## config.mk

```make
export PLATFORM = sky130hd
export DESIGN_NAME = websocket_frame_deframer_core
export DESIGN_NICKNAME = d
export VERILOG_FILES = /design/src/design/wsdf_pkg.sv /design/src/design/wsdf_parser.sv /design/src/design/websocket_frame_deframer_core.sv
export SDC_FILE = /design/constraint.sdc
export NUM_CORES = 1
export LEC_CHECK = 0
export ABC_AREA = 1
export ABC_CLOCK_PERIOD_IN_PS = 4420
export BUFFER_PORTS_ARGS = -buffer_cell sky130_fd_sc_hd__buf_2
export CORE_MARGIN = 5
export CORE_UTILIZATION = 64
export CTS_CLUSTER_SIZE = 8
export DETAILED_ROUTE_END_ITERATION = 10
export PLACE_DENSITY = 0.91
export SLEW_MARGIN = 10
export SYNTH_ARGS = -nofsm -noshare
export SYNTH_HDL_FRONTEND = slang
export SYNTH_HIERARCHICAL = 1
export SYNTH_SLANG_ARGS = --single-unit
```

## constraint.sdc

```tcl
create_clock -name i_clk -period 4.42 [get_ports i_clk]
set_input_delay 0.884 -clock i_clk [delete_from_list [all_inputs] [get_ports i_clk]]
set_output_delay 0.884 -clock i_clk [all_outputs]
set_load 0.005 [all_outputs]
```

## src/design/wsdf_pkg.sv

```systemverilog
// Shared types for the WebSocket frame deframer: parse phase codes and
// the result word. No dependencies.
`default_nettype none

package wsdf_pkg;

    localparam logic [6:0] LEN7_EXT16 = 7'd126;
    localparam logic [6:0] LEN7_EXT64 = 7'd127;
    localparam logic [3:0] EXT16_BYTES = 4'd2;
    localparam logic [3:0] EXT64_BYTES = 4'd8;
    localparam logic [3:0] KEY_BYTES = 4'd4;
    localparam logic [3:0] OPC_CONT = 4'h0;

    typedef enum logic [4:0] {
        PH_HDR0   = 5'b00001,
        PH_HDR1   = 5'b00010,
        PH_EXTLEN = 5'b00100,
        PH_KEY    = 5'b01000,
        PH_DATA   = 5'b10000
    } t_phase;

    typedef struct packed {
        logic [7:0] payload_byte;
        logic [3:0] frame_opcode;
        logic       message_final;
        logic       frame_last;
        logic       empty_frame;
    } t_word;

    typedef struct packed {
        logic  valid;
        t_word word;
    } t_result;

endpackage

`default_nettype wire

```

## src/design/wsdf_parser.sv

```systemverilog
// Frame header parser and payload unmasker: holds all per-frame state.
// Depends on wsdf_pkg.
`default_nettype none

module wsdf_parser (
    input  wire logic              i_clk,
    input  wire logic              i_rst_n,
    input  wire logic              i_step,
    input  wire logic [7:0]        i_byte,
    output wsdf_pkg::t_result      o_res
);
    import wsdf_pkg::*;

    t_phase      r_phase, n_phase;
    logic        r_fin, n_fin;
    logic [3:0]  r_op, n_op;
    logic        r_mask, n_mask;
    logic [3:0]  r_cnt, n_cnt;
    logic [63:0] r_rem, n_rem;
    logic [31:0] r_key, n_key;
    logic [1:0]  r_pos, n_pos;
    logic [3:0]  r_frag, n_frag;

    logic        after_len;
    logic        finish;
    logic [6:0]  len7;
    logic [7:0]  kb;

    always_comb begin
        n_phase = r_phase;
        n_fin   = r_fin;
        n_op    = r_op;
        n_mask  = r_mask;
        n_cnt   = r_cnt;
        n_rem   = r_rem;
        n_key   = r_key;
        n_pos   = r_pos;
        n_frag  = r_frag;
        after_len = 1'b0;
        finish    = 1'b0;
        len7      = i_byte[6:0];
        kb        = 8'd0;
        o_res     = '0;

        unique case (r_phase)
            PH_HDR0: begin
                n_fin   = i_byte[7];
                n_op    = i_byte[3:0];
                n_phase = PH_HDR1;
            end
            PH_HDR1: begin
                n_mask = i_byte[7];
                if (len7 == LEN7_EXT16 || len7 == LEN7_EXT64) begin
                    n_cnt   = (len7 == LEN7_EXT16) ? EXT16_BYTES : EXT64_BYTES;
                    n_rem   = 64'd0;
                    n_phase = PH_EXTLEN;
                end else begin
                    n_rem     = {57'd0, len7};
                    after_len = 1'b1;
                end
            end
            PH_EXTLEN: begin
                // extended length arrives most significant byte first
                n_rem = {r_rem[55:0], i_byte};
                n_cnt = r_cnt - 4'd1;
                after_len = (n_cnt == 4'd0);
            end
            PH_KEY: begin
                n_key  = {r_key[23:0], i_byte};
                n_cnt  = r_cnt - 4'd1;
                finish = (n_cnt == 4'd0);
            end
            PH_DATA: begin
                unique case (r_pos)
                    2'd0: kb = r_key[31:24];
                    2'd1: kb = r_key[23:16];
                    2'd2: kb = r_key[15:8];
                    default: kb = r_key[7:0];
                endcase
                n_pos = r_pos + 2'd1;
                n_rem = r_rem - 64'd1;
                o_res.valid = 1'b1;
                o_res.word.payload_byte  = r_mask ? (i_byte ^ kb) : i_byte;
                o_res.word.frame_opcode  = r_op;
                o_res.word.message_final = r_fin;
                o_res.word.frame_last    = (n_rem == 64'd0);
                if (n_rem == 64'd0) begin
                    n_phase = PH_HDR0;
                end
            end
            default: begin
                n_phase = PH_HDR0;
            end
        endcase

        if (after_len) begin
            if (n_mask) begin
                n_cnt   = KEY_BYTES;
                n_key   = 32'd0;
                n_phase = PH_KEY;
            end else begin
                finish = 1'b1;
            end
        end

        if (finish) begin
            // resolve the effective opcode of the frame
            if (n_fin) begin
                if (n_op == OPC_CONT) begin
                    n_op   = r_frag;
                    n_frag = OPC_CONT;
                end
            end else if (n_op != OPC_CONT) begin
                n_frag = n_op;
            end
            n_pos = 2'd0;
            if (n_rem == 64'd0) begin
                n_phase = PH_HDR0;
                o_res.valid = 1'b1;
                o_res.word.payload_byte  = 8'd0;
                o_res.word.frame_opcode  = n_op;
                o_res.word.message_final = n_fin;
                o_res.word.frame_last    = 1'b1;
                o_res.word.empty_frame   = 1'b1;
            end else begin
                n_phase = PH_DATA;
            end
        end
    end

    always_ff @(posedge i_clk) begin
        if (!i_rst_n) begin
            r_phase <= PH_HDR0;
            r_fin   <= 1'b0;
            r_op    <= 4'd0;
            r_mask  <= 1'b0;
            r_cnt   <= 4'd0;
            r_rem   <= 64'd0;
            r_key   <= 32'd0;
            r_pos   <= 2'd0;
            r_frag  <= 4'd0;
        end else if (i_step) begin
            r_phase <= n_phase;
            r_fin   <= n_fin;
            r_op    <= n_op;
            r_mask  <= n_mask;
            r_cnt   <= n_cnt;
            r_rem   <= n_rem;
            r_key   <= n_key;
            r_pos   <= n_pos;
            r_frag  <= n_frag;
        end
    end

endmodule

`default_nettype wire

```

## src/design/websocket_frame_deframer_core.sv

```systemverilog
// Top level of the WebSocket frame deframer: input register, parser and
// output register. Depends on wsdf_pkg and wsdf_parser.
//
// Usage:
//   Input channel: one stream byte per word on i_rx_byte, qualified by
//   i_valid; the block holds it off with o_stall. A word is taken at a
//   rising edge with i_valid high and o_stall low.
//   Output channel: one result word (unmasked payload byte, effective
//   opcode, fin, frame_last, empty_frame) qualified by o_valid; the
//   receiver holds it off with i_stall.
//   Header bytes give no result, except the empty-frame marker on the last
//   header byte of a zero-length frame. Every payload byte gives one.
//   Path: a byte is held in the input register, and its parser result in
//   the output register. Throughput: one byte per cycle while i_stall is
//   low, with the 64-bit length countdown and compare done in each step.
//   Stall: when the output word is held by i_stall, the parser stops; a
//   byte already in the input register waits there, and o_stall rises
//   only while that register is full. With the input register empty a new
//   byte is still taken while a result waits.
//   Reset (synchronous, active low): parser returns to the first header
//   byte with all frame state cleared; both registers are emptied.
`default_nettype none

module websocket_frame_deframer_core (
    input  wire logic       i_clk,
    input  wire logic       i_rst_n,
    input  wire logic       i_valid,
    output logic            o_stall,
    input  wire logic [7:0] i_rx_byte,
    output logic            o_valid,
    input  wire logic       i_stall,
    output logic [7:0]      o_payload_byte,
    output logic [3:0]      o_frame_opcode,
    output logic            o_message_final,
    output logic            o_frame_last,
    output logic            o_empty_frame
);
    import wsdf_pkg::*;

    logic       r_in_valid;
    logic [7:0] r_in_byte;
    logic       r_out_valid;
    t_word      r_out_word;

    logic       advance;
    logic       step;
    t_result    res;

    // pipeline moves whenever the output register can take a word
    assign advance = !r_out_valid || !i_stall;
    assign step    = r_in_valid && advance;
    assign o_stall = r_in_valid && !advance;

    wsdf_parser u_parser (
        .i_clk   (i_clk),
        .i_rst_n (i_rst_n),
        .i_step  (step),
        .i_byte  (r_in_byte),
        .o_res   (res)
    );

    // input register
    always_ff @(posedge i_clk) begin
        if (!i_rst_n) begin
            r_in_valid <= 1'b0;
        end else if (!o_stall) begin
            r_in_valid <= i_valid;
        end
    end

    always_ff @(posedge i_clk) begin
        if (!o_stall && i_valid) begin
            r_in_byte <= i_rx_byte;
        end
    end

    // output register
    always_ff @(posedge i_clk) begin
        if (!i_rst_n) begin
            r_out_valid <= 1'b0;
        end else if (advance) begin
            r_out_valid <= step && res.valid;
        end
    end

    always_ff @(posedge i_clk) begin
        if (advance && step && res.valid) begin
            r_out_word <= res.word;
        end
    end

    assign o_valid         = r_out_valid;
    assign o_payload_byte  = r_out_word.payload_byte;
    assign o_frame_opcode  = r_out_word.frame_opcode;
    assign o_message_final = r_out_word.message_final;
    assign o_frame_last    = r_out_word.frame_last;
    assign o_empty_frame   = r_out_word.empty_frame;

endmodule

`default_nettype wire
```

Word-level counts from Yosys, hierarchy flattened:

Index checks and enable logic that the tools add are counted.

* equal/unequal tests: 10
* multiply operators: 0
* add/subtract/negate cells: 3
* divide/modulo/power cells: 0
* reductions and logical operators: 23
* bitwise gates (word level): 1
* shifts and indexed selects: 0
* magnitude comparators: 0
* mux-type cells: 39

Operators by type and width (number)
* 64-bit case mux with 3 select lines: 1
* 64-bit zero test: 2
* 32-bit 2-to-1 mux: 3
* 64-bit by 1-bit subtractor with 64-bit output (second input constant): 1
* 4-bit 2-to-1 mux: 11
* 16-bit 2-to-1 mux: 2
* 5-bit 2-to-1 mux: 6
* 8-bit case mux with 3 select lines: 1
* 5-bit case mux with 4 select lines: 1
* 8-bit 2-to-1 mux: 2
* 15-bit 2-to-1 mux: 1
* 7-bit equality test (second input constant): 2
* 4-bit zero test: 2
* 4-bit case mux with 2 select lines: 1
* 8-bit XOR: 1
* 7-bit 2-to-1 mux: 1
* 1-bit logical AND: 6
* 1-bit 2-to-1 mux: 6
* 5-bit by 1-bit equality test with 1-bit output (second input constant): 1
* 5-bit by 2-bit equality test with 1-bit output (second input constant): 1
* 5-bit by 3-bit equality test with 1-bit output (second input constant): 1
* 5-bit by 4-bit equality test with 1-bit output (second input constant): 1
* 5-bit equality test (second input constant): 1
* 1-bit zero test: 4
* other kinds (14): 17

* ROM bits: 0
* bits in writable memories: 0
* output and inout port bits: 17
* bits of input ports: 12
* word-level logic and storage cells: 93
* memories kept: 0
* bits in registers: 142
* latch bits: 0

Depth between registers and ports, before layout:

* depth after elaboration: 9
* gate-level depth with buffers: 23
* depth with buffers taken out: 22

Cells and area by module:

Netlist, hierarchy kept.

By module, submodules not included
* wsdf_parser: sequential area each 2342.2 µm², cells an instance 1649, area each 9336.5 µm², instances 1
* websocket_frame_deframer_core: sequential area each 730.7 µm², cells an instance 40, area each 794.5 µm², instances 1

Worst setup path before layout:

Ideal clock, no wire load.

* path kind: flip-flop to flip-flop
* start point: register u_parser.r_rem[0]
* end point: register r_out_word, in the netlist o_empty_frame, enable pin
* setup slack: 688 ps
* library setup time: 406 ps
* arrival time: 3326 ps
* data required time: 4014 ps
* cell stages (with the launch flop): 19
* buffers on the path: 1
* clock period less this slack: 3732 ps
* cells stage by stage: dfxtp_1 -> inv_1 -> ha_1 -> nand2_2 -> nor2_8 -> nand2_2 -> nor2_2 -> nand2_1 -> xor2_1 -> nand2_1 -> nand2_1 -> nor2_1 -> nand2_1 -> nor3_2 -> nand2_2 -> buf_6 -> nand2_1 -> inv_1 -> nor3_1

RTL lines
* start: declaration: RTL line wsdf_parser.sv:19 `logic [63:0] r_rem, n_rem;`
* start signal: assignment: RTL line wsdf_parser.sv:148 `r_rem <= n_rem;`
* end signal: assignment: RTL line websocket_frame_deframer_core.sv:88 `r_out_word <= res.word;`
* end: declaration: RTL line websocket_frame_deframer_core.sv:43 `t_word r_out_word;`

==> flow_metrics.tcl <==
set metrics [dict create \
    outcome "finished, final reports clean" \
    setup_viol 0 \
    syn_avg_cell_area_sq_um 6.00 \
    fill_cells 1374 \
    report.final.slew_viol_count 0 \
    fin_crit_sh_pct 89.1 \
    io_pins 29 \
    clk_latency_ns 0.43 \
    drc 0 \
    stdcell_area_sq_um 11000 \
    clock-root-buffer "clkbuf_16" \
    synth_cells 1689 \
    cp-end-kind "register" \
    worst_setup_path_start_kind "register" \
    cts_buffer_depth 2 \
    dr.pass1.iters 7 \
    finalHoldViolCount 0 \
    place_area_sq_um 10400 \
    track_usage_pct 34.8 \
    timing.slew.headroom_pct 30.4 \
    synth_mux_area_share_pct 0 \
    cts_tree "built" \
    wl_per_cell_um 17.0 \
    h-tree-depth 4 \
    irDropWorstVdd_mv 0.288 \
    fp.dieW_um 136 \
    fmax_ghz 0.254 \
    syn2layout_area_growth_pct 8.21 \
    io_buffers 28 \
    drive_above_1_share_pct 8.49 \
    post_drt_via_cell_ratio 6.03 \
    routed_wl_mm 32.5 \
    synth_compound_area_share_pct 20.2 \
    die_y_um 136 \
    grt_pass1_wl_mm 51.4 \
    synthAdderAreaFrac_pct 0.988 \
    synthSimpleGateAreaFrac_pct 37.4 \
    synth_top_family_by_area "simple AND/OR/NAND/NOR gates" \
    antenna_left 0 \
    period_needed_ns 3.94 \
    synth_top_area_share_pct 23.5 \
    vias 11500 \
    globalplace.congestion 1.06 \
    crit_fanout 53 \
    yosys_warnings 6 \
    first_global_vias 10300 \
    clock_sinks 142 \
    antenna_found_initial 0 \
    async_reset_ff_share_pct 0 \
    synth_top_area_cell "dfxtp_1" \
    synth-seq-area-share_pct 30.3 \
    syn_area_sq_um 10100 \
    initial_core_util_pct 64.5 \
    synth_cell_type_count 45 \
    skew_ns 0.00706 \
    numCtsBuffers 17 \
    path_clk_slew_ns 0.06 \
    drt_iter0_drc 1735 \
    fin_nets 1703 \
    drv_cap 0 \
    grt_overflow_total 0 \
    rsz0062_at_grt "false" \
    row_count 46 \
    synth.area.top_cells "dfxtp_1 24%, nand2_1 19%, nor2_1 8.5%" \
    p_leak_uw 0.00517 \
    crit_arrival_ns 4.05 \
    synth_xor_area_share_pct 0.519 \
    coreArea_sq_um 15700 \
    synth_nets 1709 \
    dieArea_sq_um 18400 \
    hold_buffers 0 \
    worstMarginPinSlew_ns 1.04 \
    ys.flop_type "dfxtp_1" \
    setup_tns_ns 0 \
    synth_edf_count 23 \
    critPathRequiredTime_ns 4.53 \
    power.density_nw_per_um2 327 \
    post_cts_buffers 0 \
    hp-class "register to register" \
    dp_hpwl_mm 22.7 \
    final_common_cell "nand2_1" \
    path_class "register to register" \
    cts_resized 0 \
    grt_max_degree 62 \
    final_cell_mix "520 x nand2_1, 227 x nor2_1, 201 x inv_1" \
    whs_ns 0.466 \
    ys_ff_latch 142 \
    diodes 0 \
]
[where the power goes]
| group | total [uW] | switching (uW) | internal (uW) |
|---|---|---|---|
| combinational | 705 | 500 | 205 |
| clock | 1440 | 642 | 794 |
| sequential | 1440 | 84.6 | 1360 |
[registers in the layout, summed over array words and instances (netlist names), 4 cells and up]
signal            cells
u_parser/r_cnt        4
o_frame_opcode        4
o_payload_byte        8
u_parser/r_frag       4
u_parser/r_op         4
u_parser/r_phase      5
r_in_byte             8
u_parser/r_rem       64
u_parser/r_key       32
[per-stage QoR]
stage / cells / worst slack [ns] / util, % / power [uW]
floorplan: 1689 / 0.688 / - / 1960
global placement: 1880 / 0.742 / 66.1 / 2130
detailed placement: 1880 / 0.663 / 66.1 / 2140
CTS: 1912 / 0.534 / 69.8 / 3560
global route: 1912 / 0.172 / 69.8 / 3730
finish: 1912 / 0.480 / 69.8 / 3580
[area by class of cell]
cell class              count  area [sq um]  area share (%)
multi-input cells        1270          6010            54.8
flip-flops and latches    142          3070            28.0
inverters                 210           792            7.22
clock buffers              17           425            3.88
well taps                 216           270            2.47
repair buffers             42           245            2.24
clock inverters            15           151            1.38
[path summary, 6_finish.rpt]
kind	startpoint	end	slack, ns	cells past startpoint
worst min-delay path	u_parser/r_key[12]	u_parser/r_key[12]	0.47	2
worst min register to register	u_parser/r_key[12]	u_parser/r_key[12]	0.47	2
worst max register to register	u_parser/r_phase[2]	o_empty_frame	0.48	20
worst max-delay path	u_parser/r_phase[2]	o_empty_frame	0.48	20
[critical path, stage by stage (launching register included)]
cell and delay (ns):
dfxtp_1 0.47, inv_2 0.06, nor2_1 0.13, nand3_1 0.09
buf_4 0.19, nand3_2 0.24, inv_2 0.46, a21oi_1 0.27
nand2_1 0.08, nor2_1 0.10, nand2_1 0.06, nor2_1 0.18
nand2_1 0.11, nor2_1 0.12, nand2_1 0.07, nor2_2 0.09
nand2_2 0.24, nand2_1 0.13, inv_1 0.07, nor3_2 0.14
buf_4 0.29
[synth_stat cells, drive strengths merged (2+ instances only)]
library cell  number
inv              209
nor2             254
edfxtp            23
a31o               4
or2                9
buf               25
nand3b             3
nand2            530
ha                 8
nand3             96
a211oi             4
a31oi              2
clkbuf            42
a221oi             7
a22oi             31
a21oi            129
xor2               6
nor3               3
o22ai              7
nand4              7
o21ai            110
dfxtp            119
o211ai            48
and2               5
[logic make-up (layout without fill, tap and decap cells)]
| group | after synthesis | in the layout |
|---|---|---|
| AO/OA/AOI/OAI | 348 | 348 |
| AND/OR/NAND/NOR | 908 | 908 |
| XOR/XNOR | 6 | 6 |
| adder cells (fa/ha/maj) | 8 | 8 |
| buffers and inverters | 277 | 284 |
| flip-flops | 142 | 142 |
[per-layer routing]
metal	GRT usage (%)	share of wire, %
met1	43.7	38
met5	0	0
met3	6.11	10
met2	56.1	45
met4	20.9	6.4
No activity file was read; power rests on OpenSTA's default activity.
